`src/rtl/core/fra_pkg.sv`:
```
// Package of the fragment reassembly tracker: codes, record type, fixed constants.
package fra_pkg;

	// Input kinds.
	localparam logic [1:0] KIND_FRAG = 2'd0;
	localparam logic [1:0] KIND_PKT  = 2'd1;
	localparam logic [1:0] KIND_TICK = 2'd2;

	// Result status codes.
	localparam logic [1:0] STAT_INCOMPLETE = 2'd0;
	localparam logic [1:0] STAT_COMPLETE   = 2'd1;
	localparam logic [1:0] STAT_DROPPED    = 2'd2;
	localparam logic [1:0] STAT_NONE       = 2'd3;

	// Configuration register indexes.
	localparam int unsigned CFG_IDX_W = 4;
	localparam logic [CFG_IDX_W-1:0] CFG_MAX_AGE   = 4'd0;
	localparam logic [CFG_IDX_W-1:0] CFG_PRUNE_INT = 4'd1;

	// Register reset values.
	localparam logic [15:0] MAX_AGE_RESET   = 16'd30;
	localparam logic [15:0] PRUNE_INT_RESET = 16'd100;

	// Fragment lengths above this are clamped.
	localparam logic [15:0] MAX_FRAG_BYTES = 16'd2048;

	localparam logic [23:0] BYTES_MAX = 24'hFFFFFF;

	// One reassembly context as stored in the table memory.
	typedef struct packed {
		logic [63:0] host;
		logic [63:0] msg;
		logic [23:0] bytes;
		logic [31:0] birth;
	} rec_t;

	typedef enum logic [1:0] {
		FSM_IDLE,
		FSM_SCAN,
		FSM_FINISH
	} fsm_t;

endpackage

```
`src/rtl/core/fra_ram.sv`:
```
// Generic single-write, single-read RAM with registered read data.
module fra_ram #(
	parameter int unsigned WIDTH = 8,
	parameter int unsigned DEPTH = 16
) (
	input  logic                                    clk,
	input  logic                                    we,
	input  logic [(DEPTH > 1 ? $clog2(DEPTH) : 1)-1:0] waddr,
	input  logic [WIDTH-1:0]                        wdata,
	input  logic                                    re,
	input  logic [(DEPTH > 1 ? $clog2(DEPTH) : 1)-1:0] raddr,
	output logic [WIDTH-1:0]                        rdata
);

	logic [WIDTH-1:0] mem [DEPTH];

	always_ff @(posedge clk) begin
		if (we) begin
			mem[waddr] <= wdata;
		end
		if (re) begin
			rdata <= mem[raddr];
		end
	end

endmodule

```
`src/rtl/core/fragment_reassembly_tracker_unit.sv`:
```
// Top level of the fragment reassembly tracker: table scan, update and prune.
//
// Input channel (in_valid/in_stall): one word per item, kind plus fragment fields.
// Output channel (out_valid/out_stall): exactly one result word per input word.
// Config channel (cfg_valid/cfg_ready): cfg_ready is always high; index 0 sets
// max_age_seconds, index 1 sets prune_interval, other indexes are ignored.
//
// The contexts live in one RAM of ENTRIES records. A fragment walks the whole
// RAM, one read a cycle, to find the host, the lowest free entry and the aged
// entries, then writes back one record from the finish state. Other kinds go
// from idle straight to the finish state. Every result is registered in the
// finish state, and the next item is taken only after the return to idle.
// Valid bits sit in flip-flops; the RAM needs no clearing after reset.
//
// Reset empties the table, zeroes the seconds counter and prune phase and loads
// the register defaults. A result waits in the output register while out_stall
// is high; the next item is accepted and worked on meanwhile and holds in its
// final step until the output register is free.
module fragment_reassembly_tracker_unit #(
	parameter int unsigned ENTRIES = 16
) (
	input  logic                           clk,
	input  logic                           arst_n,
	input  logic                           in_valid,
	output logic                           in_stall,
	input  logic [1:0]                     kind,
	input  logic [63:0]                    host_id,
	input  logic [63:0]                    msg_id,
	input  logic [23:0]                    msg_size,
	input  logic [11:0]                    frag_len,
	output logic                           out_valid,
	input  logic                           out_stall,
	output logic [1:0]                     status,
	output logic                           restarted,
	output logic [63:0]                    done_host_id,
	output logic [63:0]                    done_msg_id,
	output logic [4:0]                     evicted,
	input  logic                           cfg_valid,
	output logic                           cfg_ready,
	input  logic [fra_pkg::CFG_IDX_W-1:0]  cfg_index,
	input  logic [15:0]                    cfg_data
);

	localparam int unsigned IDX_W = (ENTRIES > 1) ? $clog2(ENTRIES) : 1;
	localparam int unsigned CNT_W = $clog2(ENTRIES + 1);
	localparam int unsigned REC_W = $bits(fra_pkg::rec_t);

	fra_pkg::fsm_t state_q, state_d;

	// accepted item
	logic [1:0]  kind_q;
	logic [63:0] host_q;
	logic [63:0] msg_q;
	logic [23:0] size_q;
	logic [11:0] flen_q;

	// block state
	logic [ENTRIES-1:0] valid_q;
	logic [31:0]        seconds_q;
	logic [15:0]        phase_q;
	logic [15:0]        max_age_q;
	logic [15:0]        prune_int_q;

	// scan state
	logic [CNT_W-1:0]   scan_q;
	logic               chk_vld_s1;
	logic [IDX_W-1:0]   chk_idx_s1;
	logic               hit_found_q;
	logic [IDX_W-1:0]   hit_idx_q;
	fra_pkg::rec_t      hit_rec_q;
	logic               free_found_q;
	logic [IDX_W-1:0]   free_idx_q;
	logic [ENTRIES-1:0] aged_q;
	logic [CNT_W-1:0]   aged_cnt_q;

	// output register
	logic        out_valid_q;
	logic [1:0]  status_q;
	logic        restarted_q;
	logic [63:0] done_host_q;
	logic [63:0] done_msg_q;
	logic [4:0]  evicted_q;

	// control
	logic accept;
	logic rd_en;
	logic commit;
	logic out_free;

	// RAM
	logic [REC_W-1:0] rd_data;
	fra_pkg::rec_t    rd_rec;
	fra_pkg::rec_t    wr_rec;
	logic             wr_en;
	logic [IDX_W-1:0] rd_addr;

	// finish datapath
	logic               restart;
	logic               alloc;
	logic               drop;
	logic [IDX_W-1:0]   tgt;
	logic [23:0]        base_bytes;
	logic [15:0]        flen_clamp;
	logic [24:0]        byte_sum;
	logic [23:0]        bytes_sat;
	logic               complete;
	logic               prune_now;
	logic [ENTRIES-1:0] aged_adj;
	logic [ENTRIES-1:0] valid_frag;
	logic [CNT_W-1:0]   aged_cnt_adj;
	logic [CNT_W+4:0]   aged_cnt_ext;
	logic [4:0]         evict_sat;
	logic [15:0]        period;
	logic [16:0]        phase_inc;
	logic [15:0]        phase_next;

	// next result word
	logic [1:0]  res_status;
	logic        res_restarted;
	logic [63:0] res_done_host;
	logic [63:0] res_done_msg;
	logic [4:0]  res_evicted;

	// scan datapath
	logic        chk_entry_valid;
	logic        chk_match;
	logic        chk_aged;
	logic [31:0] chk_age;

	assign cfg_ready   = 1'b1;
	assign out_free    = !out_valid_q || !out_stall;
	assign rd_rec      = fra_pkg::rec_t'(rd_data);
	assign rd_addr     = scan_q[IDX_W-1:0];

	assign out_valid    = out_valid_q;
	assign status       = status_q;
	assign restarted    = restarted_q;
	assign done_host_id = done_host_q;
	assign done_msg_id  = done_msg_q;
	assign evicted      = evicted_q;

	fra_ram #(
		.WIDTH (REC_W),
		.DEPTH (ENTRIES)
	) u_table (
		.clk   (clk),
		.we    (wr_en),
		.waddr (tgt),
		.wdata (REC_W'(wr_rec)),
		.re    (rd_en),
		.raddr (rd_addr),
		.rdata (rd_data)
	);

	always_ff @(posedge clk or negedge arst_n) begin
		if (!arst_n) begin
			state_q <= fra_pkg::FSM_IDLE;
		end else begin
			state_q <= state_d;
		end
	end

	always_comb begin
		state_d  = state_q;
		in_stall = 1'b1;
		accept   = 1'b0;
		rd_en    = 1'b0;
		commit   = 1'b0;
		unique case (state_q)
			fra_pkg::FSM_IDLE: begin
				in_stall = 1'b0;
				accept   = in_valid;
				if (in_valid) begin
					state_d = (kind == fra_pkg::KIND_FRAG) ? fra_pkg::FSM_SCAN
						: fra_pkg::FSM_FINISH;
				end
			end
			fra_pkg::FSM_SCAN: begin
				rd_en = (scan_q < CNT_W'(ENTRIES));
				if (chk_vld_s1 && chk_idx_s1 == IDX_W'(ENTRIES - 1)) begin
					state_d = fra_pkg::FSM_FINISH;
				end
			end
			fra_pkg::FSM_FINISH: begin
				commit = out_free;
				if (out_free) begin
					state_d = fra_pkg::FSM_IDLE;
				end
			end
			default: begin
				state_d = fra_pkg::FSM_IDLE;
			end
		endcase
	end

	// per-entry checks on the word just read
	always_comb begin
		chk_entry_valid = valid_q[chk_idx_s1];
		chk_match       = chk_entry_valid && (rd_rec.host == host_q);
		chk_age         = seconds_q - rd_rec.birth;
		chk_aged        = chk_entry_valid && (chk_age > {16'd0, max_age_q});
	end

	// scan bookkeeping
	always_ff @(posedge clk or negedge arst_n) begin
		if (!arst_n) begin
			scan_q       <= '0;
			chk_vld_s1   <= 1'b0;
			hit_found_q  <= 1'b0;
			free_found_q <= 1'b0;
			aged_q       <= '0;
			aged_cnt_q   <= '0;
		end else if (accept) begin
			scan_q       <= '0;
			chk_vld_s1   <= 1'b0;
			hit_found_q  <= 1'b0;
			free_found_q <= 1'b0;
			aged_q       <= '0;
			aged_cnt_q   <= '0;
		end else begin
			chk_vld_s1 <= rd_en;
			if (rd_en) begin
				scan_q <= scan_q + CNT_W'(1);
			end
			if (chk_vld_s1 && state_q == fra_pkg::FSM_SCAN) begin
				if (chk_match && !hit_found_q) begin
					hit_found_q <= 1'b1;
				end
				if (!chk_entry_valid && !free_found_q) begin
					free_found_q <= 1'b1;
				end
				aged_q[chk_idx_s1] <= chk_aged;
				if (chk_aged) begin
					aged_cnt_q <= aged_cnt_q + CNT_W'(1);
				end
			end
		end
	end

	// scan payload and accepted item
	always_ff @(posedge clk) begin
		if (rd_en) begin
			chk_idx_s1 <= rd_addr;
		end
		if (chk_vld_s1 && state_q == fra_pkg::FSM_SCAN) begin
			if (chk_match && !hit_found_q) begin
				hit_idx_q <= chk_idx_s1;
				hit_rec_q <= rd_rec;
			end
			if (!chk_entry_valid && !free_found_q) begin
				free_idx_q <= chk_idx_s1;
			end
		end
		if (accept) begin
			kind_q <= kind;
			host_q <= host_id;
			msg_q  <= msg_id;
			size_q <= msg_size;
			flen_q <= frag_len;
		end
	end

	// fragment update and prune
	always_comb begin
		restart    = hit_found_q && (hit_rec_q.msg != msg_q);
		alloc      = !hit_found_q && free_found_q;
		drop       = !hit_found_q && !free_found_q;
		tgt        = hit_found_q ? hit_idx_q : free_idx_q;
		base_bytes = (restart || alloc) ? 24'd0 : hit_rec_q.bytes;
		flen_clamp = ({4'd0, flen_q} > fra_pkg::MAX_FRAG_BYTES) ? fra_pkg::MAX_FRAG_BYTES
			: {4'd0, flen_q};
		byte_sum   = {1'b0, base_bytes} + {9'd0, flen_clamp};
		bytes_sat  = byte_sum[24] ? fra_pkg::BYTES_MAX : byte_sum[23:0];
		complete   = !drop && (bytes_sat == size_q);

		wr_rec.host  = host_q;
		wr_rec.msg   = msg_q;
		wr_rec.bytes = bytes_sat;
		wr_rec.birth = (restart || alloc) ? seconds_q : hit_rec_q.birth;
		wr_en        = commit && (kind_q == fra_pkg::KIND_FRAG) && !drop;

		prune_now = (phase_q == 16'd0);
		for (int i = 0; i < ENTRIES; i++) begin
			// a restarted entry is reborn now and is not aged
			aged_adj[i]   = aged_q[i] && !(restart && tgt == IDX_W'(i));
			valid_frag[i] = (!drop && tgt == IDX_W'(i)) ? !complete : valid_q[i];
			if (prune_now && aged_adj[i]) begin
				valid_frag[i] = 1'b0;
			end
		end

		// drop one count when the aged hit entry was restarted or completed
		aged_cnt_adj = aged_cnt_q;
		if (hit_found_q && aged_q[hit_idx_q] && (restart || complete)) begin
			aged_cnt_adj = aged_cnt_q - CNT_W'(1);
		end
		aged_cnt_ext = (CNT_W + 5)'(aged_cnt_adj);
		evict_sat    = (aged_cnt_ext > (CNT_W + 5)'(31)) ? 5'd31 : aged_cnt_ext[4:0];

		period     = (prune_int_q == 16'd0) ? 16'd1 : prune_int_q;
		phase_inc  = {1'b0, phase_q} + 17'd1;
		phase_next = (phase_inc >= {1'b0, period}) ? 16'd0 : phase_inc[15:0];
	end

	// block state and configuration
	always_ff @(posedge clk or negedge arst_n) begin
		if (!arst_n) begin
			valid_q     <= '0;
			seconds_q   <= '0;
			phase_q     <= '0;
			max_age_q   <= fra_pkg::MAX_AGE_RESET;
			prune_int_q <= fra_pkg::PRUNE_INT_RESET;
			out_valid_q <= 1'b0;
		end else begin
			if (cfg_valid && cfg_ready) begin
				case (cfg_index)
					fra_pkg::CFG_MAX_AGE:   max_age_q   <= cfg_data;
					fra_pkg::CFG_PRUNE_INT: prune_int_q <= cfg_data;
					default: ;
				endcase
			end
			if (commit) begin
				case (kind_q)
					fra_pkg::KIND_FRAG: begin
						valid_q <= valid_frag;
						phase_q <= phase_next;
					end
					fra_pkg::KIND_PKT: begin
						phase_q <= phase_next;
					end
					fra_pkg::KIND_TICK: begin
						seconds_q <= seconds_q + 32'd1;
					end
					default: ;
				endcase
			end
			if (commit) begin
				out_valid_q <= 1'b1;
			end else if (!out_stall) begin
				out_valid_q <= 1'b0;
			end
		end
	end

	// result word contents
	always_comb begin
		res_status    = fra_pkg::STAT_NONE;
		res_restarted = 1'b0;
		res_done_host = '0;
		res_done_msg  = '0;
		res_evicted   = '0;
		if (kind_q == fra_pkg::KIND_FRAG) begin
			res_restarted = restart;
			res_evicted   = prune_now ? evict_sat : 5'd0;
			if (drop) begin
				res_status = fra_pkg::STAT_DROPPED;
			end else if (complete) begin
				res_status    = fra_pkg::STAT_COMPLETE;
				res_done_host = host_q;
				res_done_msg  = msg_q;
			end else begin
				res_status = fra_pkg::STAT_INCOMPLETE;
			end
		end
	end

	// result word
	always_ff @(posedge clk) begin
		if (commit) begin
			status_q    <= res_status;
			restarted_q <= res_restarted;
			done_host_q <= res_done_host;
			done_msg_q  <= res_done_msg;
			evicted_q   <= res_evicted;
		end
	end

endmodule

```
`config.mk`:
```
export PLATFORM = sky130hd
export DESIGN_NAME = fragment_reassembly_tracker_unit
export DESIGN_NICKNAME = d
export VERILOG_FILES = /design/src/rtl/core/fra_pkg.sv /design/src/rtl/core/fra_ram.sv /design/src/rtl/core/fragment_reassembly_tracker_unit.sv
export SDC_FILE = /design/constraint.sdc
export NUM_CORES = 2
export LEC_CHECK = 0
export ABC_AREA = 1
export BUFFER_PORTS_ARGS = -buffer_cell sky130_fd_sc_hd__buf_2
export CAP_MARGIN = 20
export CORE_ASPECT_RATIO = 0.6
export CORE_UTILIZATION = 45
export CTS_CLUSTER_SIZE = 28
export DETAILED_ROUTE_END_ITERATION = 8
export GPL_TIMING_DRIVEN = 0
export HOLD_SLACK_MARGIN = 0.03
export PLACE_DENSITY = 0.58
export SLEW_MARGIN = 10
export SYNTH_ARGS = -nofsm -noshare
export SYNTH_HDL_FRONTEND = slang
export SYNTH_SLANG_ARGS = --single-unit
```
`constraint.sdc`:
```
create_clock -name clk -period 16.3 [get_ports clk]
set_clock_uncertainty 0.15 [all_clocks]
set_input_delay 1.63 -clock clk [delete_from_list [all_inputs] [get_ports clk]]
set_output_delay 1.63 -clock clk [all_outputs]
set_load 0.05 [all_outputs]
```
==> results.sh <==
export IMPL_outcome="completed"
export IMPL_synth_top_family_by_area="simple AND/OR/NAND/NOR gates"
export IMPL_start_util_pct=45.4
export IMPL_clk_latency_ns=0.94
export IMPL_overflow=0
export IMPL_path_max_fanout=18
export IMPL_ys_ff_latch=3690
export IMPL_swShare_pct=19.9
export IMPL_fin_ws_ns=7.60
export IMPL_start_kind="flip-flop"
export IMPL_fin_area_mm2=0.167
export IMPL_clk_pin_slew_worst_paths_ns=0.07
export IMPL_muxShareOfSynthArea_pct=2.11
export IMPL_rows=161
export IMPL_synth_compound_area_share_pct=8.54
export IMPL_place_ws_ns=7.34
export IMPL_synth_flop_cell="edfxtp_1"
export IMPL_areaGrowthSynthToFinish_pct=14.4
export IMPL_synthAdderAreaFrac_pct=0.720
export IMPL_syn_num_nets=10900
export IMPL_ys_types=59
export IMPL_required_ns=16.88
export IMPL_cts_made_buffers=346
export IMPL_end_kind="flip-flop"
export IMPL_wl_per_cell_um=28.2
export IMPL_ir_worst_vdd_uv=89.9
export IMPL_switchingPower_mw=3.64
export IMPL_drc=0
export IMPL_cp_arrival_ns=9.28
export IMPL_htree_levels=5
export IMPL_drive_gt1_share_pct=10.4
export IMPL_intPower_mw=14.7
export IMPL_ctsResizeCount=0
export IMPL_yosysTopAreaCellShare_pct=73.1
export IMPL_first_iter_violations=13900
export IMPL_synth_most_common_cell="edfxtp_1"
export IMPL_first_pass_iters=6
export IMPL_cts_root_buf="clkbuf_16"
export IMPL_critical_path_max_stage_delay_ns=0.78
export IMPL_grt_max_degree=90
export IMPL_holdBufCountCts=0
export IMPL_die_x_um=738
export IMPL_place_congestion=0.877
export IMPL_grt_pass1_vias=89100
export IMPL_fin_nets=11800
export IMPL_p_leak_nw=57.6
export IMPL_clock_sinks=3690
export IMPL_fin_util_pct=52.0
export IMPL_setup_viol=0
export IMPL_slowest_stage="nand3_1"
export IMPL_avgSynthCellArea_um2=13.7
export IMPL_grt_pass1_wl_mm=640
export IMPL_slew_headroom_pct=19.3
export IMPL_fin_tns_setup_ns=0
export IMPL_grt_usage_pct=27.0
export IMPL_syn_area_mm2=0.146
export IMPL_p_per_area_mw_per_mm2=109
export IMPL_max_freq_ghz=0.115
export IMPL_syn_inst=10600
export IMPL_tightestPinTransition_ns=1.21
export IMPL_vias=94700
export IMPL_hold_violations=0
export IMPL_die_h_um=444
export IMPL_synth_async_reset_ratio_pct=3.47
export IMPL_maxCapViolCount=0
export IMPL_ys_seq_area_share_pct=75.3
export IMPL_worstSetupPathType="reg -> reg"
export IMPL_synthTopCellsByArea="edfxtp_1 (73%), nor2_1 (4.8%), o21ai_0 (3.0%), o32ai_1 (2.6%), nand2_1 (2.5%)"
export IMPL_dieArea_mm2=0.327
export IMPL_antenna_found_initial=24
export IMPL_ios=330
export IMPL_rsz0062_at_grt="false"
export IMPL_postPlaceCellArea_mm2=0.157
export IMPL_p_comb_share_pct=0.5
export IMPL_cpMostUsedCell="nand2_1"
export IMPL_slew_viol_final=0
export IMPL_hold_path_class="reg -> reg"
export IMPL_vias_per_cell=5.89
export IMPL_final_antenna_net_count=0
export IMPL_clock_power_share_pct=43.4
export IMPL_synth_edf_count=3562
export IMPL_yosys_area_share_simple_pct=9.63
export IMPL_wirelength_mm=453
export IMPL_synth_commonest_cells="edfxtp_1 (3562), nor2_1 (1856), nand2_1 (963)"
export IMPL_clk_path_buf_depth=4
export IMPL_hpwl_mm=314
export IMPL_synth_top_area_cell="edfxtp_1"
export IMPL_power_frac_seq_pct=56.1
export IMPL_yosys_area_share_xor_xnor_pct=0.742
export IMPL_cts_tree="done"
export IMPL_core_area_mm2=0.322
export IMPL_min_period_ns=8.70
export IMPL_fin_crit_sh_pct=53.4
export IMPL_yosys_warnings=0
export IMPL_io_buffers=328
export IMPL_cts_setup_buffers=0
## logic make-up (layout without fill, tap and decap cells)
logic type | after synthesis | in the layout
DFF | 3690 | 3690
and+or+nand+nor | 3459 | 3459
AOI/OAI and AO/OA | 1863 | 1863
buffers and inverters | 1113 | 2217
muxes | 308 | 308
xor gates and xnor gates | 124 | 124
adders and majority gates | 83 | 83
other | 1 | 10
## through the flow
| step | power, mW | hold WS (ns) | std cells |
|---|---|---|---|
| after floorplan | 10.5 | 0.250 | 10600 |
| after global placement | 10.6 | 0.251 | 15300 |
| after detailed placement | 10.6 | 0.255 | 15400 |
| after CTS | 18.4 | 0.249 | 16100 |
| after global routing | 18.7 | 0.251 | 16100 |
| final | 18.3 | 0.262 | 16100 |
## state kept, by name (all words and copies together), names as in the netlist, 2 cells and up
register       cells
hit_idx_q          4
hit_rec_q        120
seconds_q         32
phase_q           16
scan_q             5
aged_cnt_q         5
evicted            5
u_table.mem     2944
max_age_q         16
free_idx_q         4
msg_q             64
flen_q            12
host_q            64
prune_int_q       16
status             2
state_q            2
done_msg_id       64
size_q            24
valid_q           16
done_host_id      64
chk_idx_s1         4
kind_q             2
u_table.rdata    184
aged_q            16
## layout by cell type, fill, tap and decap left out, types with 38 or more instances in the layout
master	count
a21oi_1	85
buf_1	53
buf_12	66
buf_16	45
buf_2	333
buf_4	39
clkbuf_1	557
clkbuf_16	355
clkbuf_2	41
clkinv_1	90
clkinv_2	56
dfrtp_1	121
edfxtp_1	3562
ha_1	81
inv_1	438
inv_2	47
mux2i_1	308
nand2_1	963
nand3_1	428
nand4_1	38
nor2_1	1847
nor2_2	102
o211ai_1	73
o21ai_0	870
o221ai_1	326
o32ai_1	428
xor2_1	91
## worst max-delay path, delay by kind of cell, from the launching register on
kind                       cells  cell delay (ns)
adders and majority gates      2             0.45
AOI/OAI and AO/OA              2             0.49
buffers and inverters          7             1.51
DFF                            1             0.74
and+or+nand+nor               24             5.12
## final cells by class
cell class	instances	area (um^2)
Timing Repair Buffer	490	4650
Multi-Input combinational cell	5838	31900
Antenna cell	9	22.5
Clock buffer	417	9150
Buffer	613	2480
Fill cell	26500	155000
Clock inverter	197	1630
Tap cell	4319	5400
Sequential cell	3690	110000
Inverter	500	1960
## per-layer routing
layer  track usage (%)  vias to the layer above  part of all wire, %
li1                  -                    41100                    -
met1              42.8                    47600                   44
met2              36.6                     5417                   40
met3              7.18                      613                   13
met4              6.63                       10                  2.7
met5                 0                        -                0.013
## worst paths after layout
kind,start,end,slack (ns),depth (start not counted)
min in group asynchronous,arst_n,prune_int_q[1],0.61,1
max,msg_q[3],done_msg_id[43],7.60,35
min,u_table.rdata[41],hit_rec_q[41],0.26,0
min reg2reg,u_table.rdata[41],hit_rec_q[41],0.26,0
max reg2reg,msg_q[3],done_msg_id[43],7.60,35
max in group asynchronous,arst_n,max_age_q[4],14.63,2
## power by group through the flow
stage | Combinational [mW] | Clock [mW] | Sequential (mW)
final | 0.0981 | 7.94 | 10.3
after global routing | 0.114 | 8.37 | 10.3
after CTS | 0.0995 | 8.02 | 10.3
after detailed placement | 0.0986 | 0 | 10.5
after global placement | 0.0920 | 0 | 10.5
after floorplan | 0.0490 | 0 | 10.5
Note: power is estimated with default switching activity, not from simulation.
